File: config.mk
export PLATFORM = sky130hd
export DESIGN_NAME = type_length_message_deframer_unit
export DESIGN_NICKNAME = d
export VERILOG_FILES = /design/src/rtl/tlmd_pkg.sv /design/src/rtl/tlmd_parser.sv /design/src/rtl/tlmd_out_buf.sv /design/src/rtl/type_length_message_deframer_unit.sv
export SDC_FILE = /design/constraint.sdc
export NUM_CORES = 1
export LEC_CHECK = 0
export ABC_CLOCK_PERIOD_IN_PS = 3950
export BUFFER_PORTS_ARGS = -buffer_cell sky130_fd_sc_hd__buf_4
export CAP_MARGIN = 25
export CORE_MARGIN = 8
export CORE_UTILIZATION = 35
export DETAILED_ROUTE_END_ITERATION = 10
export GPL_ROUTABILITY_DRIVEN = 0
export PLACE_DENSITY = 0.55
export SLEW_MARGIN = 20
export SYNTH_ARGS = -nofsm -noshare
export SYNTH_HDL_FRONTEND = slang
export SYNTH_SLANG_ARGS = --single-unit
File: constraint.sdc
create_clock -name clk -period 3.95 [get_ports clk]
set_input_delay 0.1975 -clock clk [delete_from_list [all_inputs] [get_ports clk]]
set_output_delay 0.1975 -clock clk [all_outputs]
set_load 0.005 [all_outputs]
File: src/rtl/tlmd_pkg.sv
// Shared constants and types for the type-length message deframer.
`timescale 1ns / 1ps
`default_nettype none

package tlmd_pkg;

    // Header geometry: type byte, length low, length high, then any padding up to HEADER_BYTES.
    localparam int HEADER_BYTES = 3;
    localparam int HDR_POS_W    = 4;
    localparam logic [HDR_POS_W-1:0] HDR_POS_TYPE    = HDR_POS_W'(0);
    localparam logic [HDR_POS_W-1:0] HDR_POS_LEN_LO  = HDR_POS_W'(1);
    localparam logic [HDR_POS_W-1:0] HDR_POS_LEN_HI  = HDR_POS_W'(2);
    localparam logic [HDR_POS_W-1:0] HDR_POS_LAST    = HDR_POS_W'(HEADER_BYTES - 1);

    localparam int BYTE_W = 8;
    localparam int LEN_W  = 16;

    // Configuration register indexes and reset values.
    localparam int CFG_IDX_W = 1;
    localparam logic [CFG_IDX_W-1:0] CFG_DATA_TYPE      = CFG_IDX_W'(0);
    localparam logic [CFG_IDX_W-1:0] CFG_RECONNECT_TYPE = CFG_IDX_W'(1);
    localparam logic [BYTE_W-1:0] DATA_TYPE_RESET      = 8'd1;
    localparam logic [BYTE_W-1:0] RECONNECT_TYPE_RESET = 8'd2;

    // Result kinds.
    typedef enum logic {
        KIND_PAYLOAD   = 1'b0,
        KIND_RECONNECT = 1'b1
    } kind_t;

    typedef struct packed {
        kind_t             kind;
        logic [BYTE_W-1:0] data;
        logic              last;
    } result_t;

endpackage : tlmd_pkg

`default_nettype wire

File: src/rtl/tlmd_parser.sv
// Header and payload parser: consumes one stream byte per transfer.
`timescale 1ns / 1ps
`default_nettype none

module tlmd_parser
    import tlmd_pkg::*;
(
    input  wire logic              clk,
    input  wire logic              rst_n,
    input  wire logic              push,
    input  wire logic [BYTE_W-1:0] stream_byte,
    input  wire logic [BYTE_W-1:0] data_type_code,
    input  wire logic [BYTE_W-1:0] reconnect_type_code,
    output      logic              res_valid,
    output      result_t           res
);

    logic [HDR_POS_W-1:0] hdr_pos_reg, hdr_pos_next;
    logic [BYTE_W-1:0]    msg_type_reg, msg_type_next;
    logic [BYTE_W-1:0]    len_lo_reg, len_lo_next;
    logic [LEN_W-1:0]     remaining_reg, remaining_next;
    logic                 in_payload_reg, in_payload_next;

    logic [BYTE_W-1:0]    type_now;
    logic [LEN_W-1:0]     len_now;
    logic                 last_byte;

    // Type and length as seen with the current byte folded in.
    assign type_now  = (hdr_pos_reg == HDR_POS_TYPE) ? stream_byte : msg_type_reg;
    assign len_now   = (hdr_pos_reg == HDR_POS_LEN_HI) ? {stream_byte, len_lo_reg}
                                                       : remaining_reg;
    assign last_byte = (remaining_reg <= LEN_W'(1));

    // Next state and result for the byte being transferred.
    always_comb
    begin
        hdr_pos_next    = hdr_pos_reg;
        msg_type_next   = msg_type_reg;
        len_lo_next     = len_lo_reg;
        remaining_next  = remaining_reg;
        in_payload_next = in_payload_reg;
        res_valid       = 1'b0;
        res             = '{kind: KIND_PAYLOAD, data: '0, last: 1'b0};

        if (push)
        begin
            if (in_payload_reg)
            begin
                res_valid      = 1'b1;
                res            = '{kind: KIND_PAYLOAD, data: stream_byte, last: last_byte};
                remaining_next = remaining_reg - LEN_W'(1);
                if (last_byte)
                begin
                    remaining_next  = '0;
                    in_payload_next = 1'b0;
                    hdr_pos_next    = HDR_POS_TYPE;
                end
            end
            else
            begin
                if (hdr_pos_reg == HDR_POS_TYPE)
                begin
                    msg_type_next = stream_byte;
                end
                if (hdr_pos_reg == HDR_POS_LEN_LO)
                begin
                    len_lo_next = stream_byte;
                end
                if (hdr_pos_reg == HDR_POS_LEN_HI)
                begin
                    remaining_next = {stream_byte, len_lo_reg};
                end

                if (hdr_pos_reg != HDR_POS_LAST)
                begin
                    hdr_pos_next = hdr_pos_reg + HDR_POS_W'(1);
                end
                else
                begin
                    // Header complete: reconnect wins over data when codes match.
                    hdr_pos_next = HDR_POS_TYPE;
                    if (type_now == reconnect_type_code)
                    begin
                        remaining_next = '0;
                        res_valid      = 1'b1;
                        res            = '{kind: KIND_RECONNECT, data: '0, last: 1'b0};
                    end
                    else if ((type_now == data_type_code) && (len_now != '0))
                    begin
                        remaining_next  = len_now;
                        in_payload_next = 1'b1;
                    end
                    else
                    begin
                        remaining_next = '0;
                    end
                end
            end
        end
    end

    // State registers.
    always_ff @(posedge clk or negedge rst_n)
    begin
        if (!rst_n)
        begin
            hdr_pos_reg    <= HDR_POS_TYPE;
            msg_type_reg   <= '0;
            len_lo_reg     <= '0;
            remaining_reg  <= '0;
            in_payload_reg <= 1'b0;
        end
        else
        begin
            hdr_pos_reg    <= hdr_pos_next;
            msg_type_reg   <= msg_type_next;
            len_lo_reg     <= len_lo_next;
            remaining_reg  <= remaining_next;
            in_payload_reg <= in_payload_next;
        end
    end

    // The payload phase always has bytes left and starts at a header boundary.
    assert property (@(posedge clk) disable iff (!rst_n)
        in_payload_reg |-> (remaining_reg != '0 && hdr_pos_reg == HDR_POS_TYPE))
        else $error("payload phase with no bytes left or mid-header");

    // The header position never runs past the last header byte.
    assert property (@(posedge clk) disable iff (!rst_n)
        hdr_pos_reg <= HDR_POS_LAST)
        else $error("header position out of range");

    // A final payload byte returns the parser to the header phase.
    assert property (@(posedge clk) disable iff (!rst_n)
        (res_valid && res.kind == KIND_PAYLOAD && res.last) |=> !in_payload_reg)
        else $error("parser stayed in payload after last byte");

endmodule : tlmd_parser

`default_nettype wire

File: src/rtl/tlmd_out_buf.sv
// Result register with a skid stage between the parser and the output channel.
`timescale 1ns / 1ps
`default_nettype none

module tlmd_out_buf
    import tlmd_pkg::*;
(
    input  wire logic    clk,
    input  wire logic    rst_n,
    input  wire logic    res_valid,
    input  wire result_t res,
    output      logic    can_accept,
    output      logic    out_valid,
    input  wire logic    out_ready,
    output      result_t out_res
);

    logic    out_valid_reg, out_valid_next;
    logic    skid_valid_reg, skid_valid_next;
    result_t out_res_reg, out_res_next;
    result_t skid_res_reg, skid_res_next;
    logic    out_free;

    assign out_free   = !out_valid_reg || out_ready;
    assign can_accept = !skid_valid_reg;
    assign out_valid  = out_valid_reg;
    assign out_res    = out_res_reg;

    // Move the skid entry forward first; new results land in the free slot.
    always_comb
    begin
        out_valid_next  = out_valid_reg;
        skid_valid_next = skid_valid_reg;
        out_res_next    = out_res_reg;
        skid_res_next   = skid_res_reg;

        if (skid_valid_reg)
        begin
            if (out_ready)
            begin
                out_res_next    = skid_res_reg;
                skid_valid_next = 1'b0;
            end
        end
        else if (res_valid)
        begin
            if (out_free)
            begin
                out_valid_next = 1'b1;
                out_res_next   = res;
            end
            else
            begin
                skid_valid_next = 1'b1;
                skid_res_next   = res;
            end
        end
        else if (out_ready)
        begin
            out_valid_next = 1'b0;
        end
    end

    // Control registers.
    always_ff @(posedge clk or negedge rst_n)
    begin
        if (!rst_n)
        begin
            out_valid_reg  <= 1'b0;
            skid_valid_reg <= 1'b0;
        end
        else
        begin
            out_valid_reg  <= out_valid_next;
            skid_valid_reg <= skid_valid_next;
        end
    end

    // Payload registers.
    always_ff @(posedge clk)
    begin
        out_res_reg  <= out_res_next;
        skid_res_reg <= skid_res_next;
    end

    // The skid entry is only ever filled behind a waiting output.
    assert property (@(posedge clk) disable iff (!rst_n)
        skid_valid_reg |-> out_valid_reg)
        else $error("skid entry held with empty output register");

    // No new result arrives while the skid stage is occupied.
    assert property (@(posedge clk) disable iff (!rst_n)
        skid_valid_reg |-> !res_valid)
        else $error("result lost on full skid stage");

endmodule : tlmd_out_buf

`default_nettype wire

File: src/rtl/type_length_message_deframer_unit.sv
// Top level of the type-length message deframer.
//
//  Channel   Signals                                         Direction
//  --------  ----------------------------------------------  ---------
//  input     in_valid, in_ready, stream_byte                 in
//  output    out_valid, out_ready, result_kind,              out
//            payload_byte, last_of_message
//  config    cfg_write_en, cfg_index, cfg_data               in
//
// One stream byte is taken per clock while in_ready is high; each result is registered before output.
// The parser state and result logic sit between the input and the result register.
// A skid stage behind the result register holds one more result when the output stalls.
// in_ready drops only when both result register and skid stage hold a result.
// Reset clears the parser to await a type byte and restores the default type codes.
`timescale 1ns / 1ps
`default_nettype none

module type_length_message_deframer_unit
    import tlmd_pkg::*;
(
    input  wire logic                 clk,
    input  wire logic                 rst_n,
    input  wire logic                 in_valid,
    output      logic                 in_ready,
    input  wire logic [BYTE_W-1:0]    stream_byte,
    output      logic                 out_valid,
    input  wire logic                 out_ready,
    output      logic                 result_kind,
    output      logic [BYTE_W-1:0]    payload_byte,
    output      logic                 last_of_message,
    input  wire logic                 cfg_write_en,
    input  wire logic [CFG_IDX_W-1:0] cfg_index,
    input  wire logic [BYTE_W-1:0]    cfg_data
);

    logic [BYTE_W-1:0] data_type_reg;
    logic [BYTE_W-1:0] reconnect_type_reg;
    logic              push;
    logic              res_valid;
    result_t           res;
    result_t           out_res;
    logic              can_accept;

    assign in_ready = can_accept;
    assign push     = in_valid && can_accept;

    // Configuration registers.
    always_ff @(posedge clk or negedge rst_n)
    begin
        if (!rst_n)
        begin
            data_type_reg      <= DATA_TYPE_RESET;
            reconnect_type_reg <= RECONNECT_TYPE_RESET;
        end
        else if (cfg_write_en)
        begin
            case (cfg_index)
                CFG_DATA_TYPE:      data_type_reg      <= cfg_data;
                CFG_RECONNECT_TYPE: reconnect_type_reg <= cfg_data;
                default:            ;
            endcase
        end
    end

    tlmd_parser u_parser (
        .clk                 (clk),
        .rst_n               (rst_n),
        .push                (push),
        .stream_byte         (stream_byte),
        .data_type_code      (data_type_reg),
        .reconnect_type_code (reconnect_type_reg),
        .res_valid           (res_valid),
        .res                 (res)
    );

    tlmd_out_buf u_out_buf (
        .clk        (clk),
        .rst_n      (rst_n),
        .res_valid  (res_valid),
        .res        (res),
        .can_accept (can_accept),
        .out_valid  (out_valid),
        .out_ready  (out_ready),
        .out_res    (out_res)
    );

    // Unpack the result onto the output ports.
    assign result_kind     = logic'(out_res.kind);
    assign payload_byte    = out_res.data;
    assign last_of_message = out_res.last;

endmodule : type_length_message_deframer_unit

`default_nettype wire

==> results.json <==
{
  "port_buffers": 33,
  "drive_gt1_share_pct": 20.57,
  "required_ns": 4.00,
  "avgRoutedWirePerCell_um": 18.04,
  "relSlewSlack_pct": 41.22,
  "grt_max_degree": 56,
  "hold_viol": 0,
  "grt_pass1_wl_um": 16620,
  "post_cts.repair.setup_buffers": 0,
  "synth-async-reset-ratio_pct": 73.33,
  "groute.usage.overall_pct": 14.25,
  "cp_slowest_stage_delay_ns": 0.79,
  "crit_path_frequent_cell": "nor4_2",
  "core_area_um2": 11270,
  "crit_path_top_delay_cell": "nor4_2",
  "critPathKind": "flip-flop to flip-flop",
  "dp_hpwl_um": 7462,
  "grt-ovfl-total": 0,
  "antenna_cells": 0,
  "cts.clk_slew.worst_paths_ns": 0.06,
  "skew_ns": 0.009076,
  "dp.cells": 549,
  "arrival_ns": 3.23,
  "start_util_pct": 35.31,
  "firstDrtPassIters": 5,
  "drt_iter0_drc": 283,
  "vias": 3198,
  "yosys.area.top_type_share_pct": 33.32,
  "synth_area_um2": 3980,
  "fmaxAchievable_mhz": 314.9,
  "cp_max_fo": 10,
  "nFillCells": 1103,
  "routed_via_density": 5.650,
  "synthCells": 388,
  "route.detailed.drc": 0,
  "ys_ff_latch": 75,
  "die_area_um2": 15040,
  "die_h_um": 122.6,
  "cts_tree": "yes",
  "syn_to_final_growth_pct": 17.29,
  "ir_worst_vdd_mv": 0.3275,
  "crit_chain": "nor4_2 -> nand3_1 -> o21a_1 -> nor4_2 -> a21oi_1 -> nor4b_2 -> buf_4",
  "ant_nets": 0,
  "worstMarginPinSlew_ns": 0.8785,
  "first_global_vias": 3132,
  "fin_crit_ns": 3.176,
  "die_w_um": 122.6,
  "synth.avg_cell_area_um2": 10.26,
  "setup_viol_count_final": 0,
  "nets": 442,
  "clock-sinks": 75,
  "synth_cell_types": 54,
  "insertion_delay_ns": 0.34,
  "status": "completed",
  "antenna_found_initial": 0,
  "root_buffer": "clkbuf_16",
  "wirelength_um": 10210,
  "synth_edf_count": 20,
  "fp-row-count": 39,
  "synthFlopType": "dfrtp_1",
  "synth_top_cells_by_area": "dfrtp_1 33%, edfxtp_1 15%, mux2_2 5.4%, o21ai_0 3.8%, nor2_1 2.8%",
  "ys_seq_area_share_pct": 49.73,
  "fin_crit_sh_pct": 80.41,
  "yosysWarnings": 0,
  "rsz0062_at_grt": "no",
  "cts_max_level": 3,
  "pin_count": 34,
  "hold_class": "primary input to flip-flop",
  "cap_violations": 0,
  "largest_reg_flops": 16,
  "cts_inserted_buffers": 9,
  "setup_tns_ns": 0,
  "critPathLaunchType": "flip-flop",
  "finalNonFillerCells": 566,
  "slew_violations": 0,
  "cellLeakagePower_nw": 1.999,
  "synth_nets": 412,
  "clockBufferDepth": 2,
  "synth_area_leader_cell": "dfrtp_1",
  "p_per_area_nw_per_um2": 710.3,
  "crit_path_end_kind": "flip-flop"
}
==> worst paths after layout <==
kind,depth (start not counted),slack (ns),startpoint,end
worst max-delay path,7,0.77,u_parser.hdr_pos_reg[0],u_out_buf.skid_res_reg[5]
worst min-delay path,3,0.07,cfg_data[0],data_type_reg[0]
worst max register to register,7,0.77,u_parser.hdr_pos_reg[0],u_out_buf.skid_res_reg[5]
worst min register to register,2,0.51,u_parser.msg_type_reg[4],u_parser.msg_type_reg[4]
max in group asynchronous,2,3.02,rst_n,u_out_buf.skid_valid_reg
min in group asynchronous,2,0.46,rst_n,data_type_reg[7]
==> area by class of cell <==
type / instances / area, um^2 / share of cell area (%)
sequential: 75 / 1979 / 42.40
multi-input combinational: 277 / 1849 / 39.61
timing repair buffer: 38 / 287.8 / 6.165
clock inverter: 7 / 83.83 / 1.796
clock buffer: 9 / 225.2 / 4.824
tap: 143 / 178.9 / 3.833
inverter: 17 / 63.81 / 1.367
==> layer usage <==
| layer | track usage, % | vias to the layer above | share of wire [%] |
|---|---|---|---|
| met2 | 22.48 | 112 | 48 |
| met1 | 18.56 | 1583 | 45 |
| met5 | 0 | - | 0 |
| met4 | 4.950 | 0 | 1.4 |
| li1 | - | 1493 | - |
| met3 | 3.772 | 10 | 5.4 |
==> Yosys cell counts (all sizes together) (4+ instances only) <==
library cell,count
edfxtp,20
dfrtp,53
nand2,29
a21o,12
clkbuf,15
a221o,4
inv,17
a21oi,15
mux2i,5
xor2,8
o22ai,4
nor4,15
or3,5
a221oi,4
a22oi,6
nor2b,9
and3,4
o31ai,9
o21ai,35
nor3,12
xnor2,6
nand3,7
mux2,19
buf,4
nand3b,5
or4,4
nor2,30
==> cell families (layout without fill, tap and decap cells) <==
| kind of cell | count (synthesis) | count (layout) | synth area share [%] |
|---|---|---|---|
| xor gates and xnor gates | 14 | 14 | 3.081 |
| and+or+nand+nor | 132 | 132 | 17.48 |
| DFF | 75 | 75 | 49.73 |
| adders and majority gates | 2 | 2 | 0.6286 |
| muxes | 24 | 24 | 6.633 |
| AOI/OAI and AO/OA | 105 | 105 | 18.48 |
| buffers and inverters | 36 | 71 | 3.961 |
==> placed cells by master (no fill, tap or decap), types with 6 or more instances in the layout <==
| cell type | Yosys | routed |
|---|---|---|
| nand3_1 | 7 | 7 |
| mux2_2 | 19 | 19 |
| edfxtp_1 | 20 | 20 |
| nor3_1 | 10 | 10 |
| nor2_1 | 30 | 30 |
| xor2_1 | 8 | 8 |
| nand2_1 | 29 | 29 |
| nor4_1 | 13 | 13 |
| xnor2_1 | 6 | 6 |
| o31ai_2 | 6 | 6 |
| inv_1 | 17 | 17 |
| buf_4 | 0 | 37 |
| a21oi_1 | 15 | 15 |
| o21ai_0 | 30 | 30 |
| a22oi_1 | 6 | 6 |
| a21o_1 | 12 | 12 |
| clkbuf_16 | 0 | 9 |
| nor2b_1 | 9 | 9 |
| dfrtp_1 | 53 | 53 |
==> where the power goes <==
| group | switching, mW | internal (mW) |
|---|---|---|
| clock | 0.352 | 0.499 |
| sequential | 0.257 | 0.999 |
| combinational | 0.700 | 0.509 |
| total | 1.31 | 2.01 |
==> critical path, delay by kind of cell, from the launching register on <==
| family | cells | cell delay (ns) |
|---|---|---|
| simple gates | 4 | 1.81 |
| flops | 1 | 0.46 |
| compound gates | 2 | 0.38 |
| buf+inv | 1 | 0.23 |
==> metrics by stage <==
step	area, um^2	setup slack (ns)	util, %	hold slack [ns]	total power, mW
finish	4668	0.7739	41.41	0.06519	3.316
CTS	4668	0.8174	41.41	0.06594	3.315
detailed placement	4349	0.8426	38.58	0.3066	2.454
global route	4668	0.5456	41.41	0.06988	3.539
global placement	4349	0.9553	38.58	0.3024	2.438
floorplan	3980	0.4581	-	-0.09809	2.163
==> what timing repair did <==
item	in CTS	in global routing
hold buffers	1	0
resized for setup	0	0
setup endpoints to repair	0	0
endpoints found under the hold margin	53	0
Note: power is estimated with default switching activity, not from simulation.
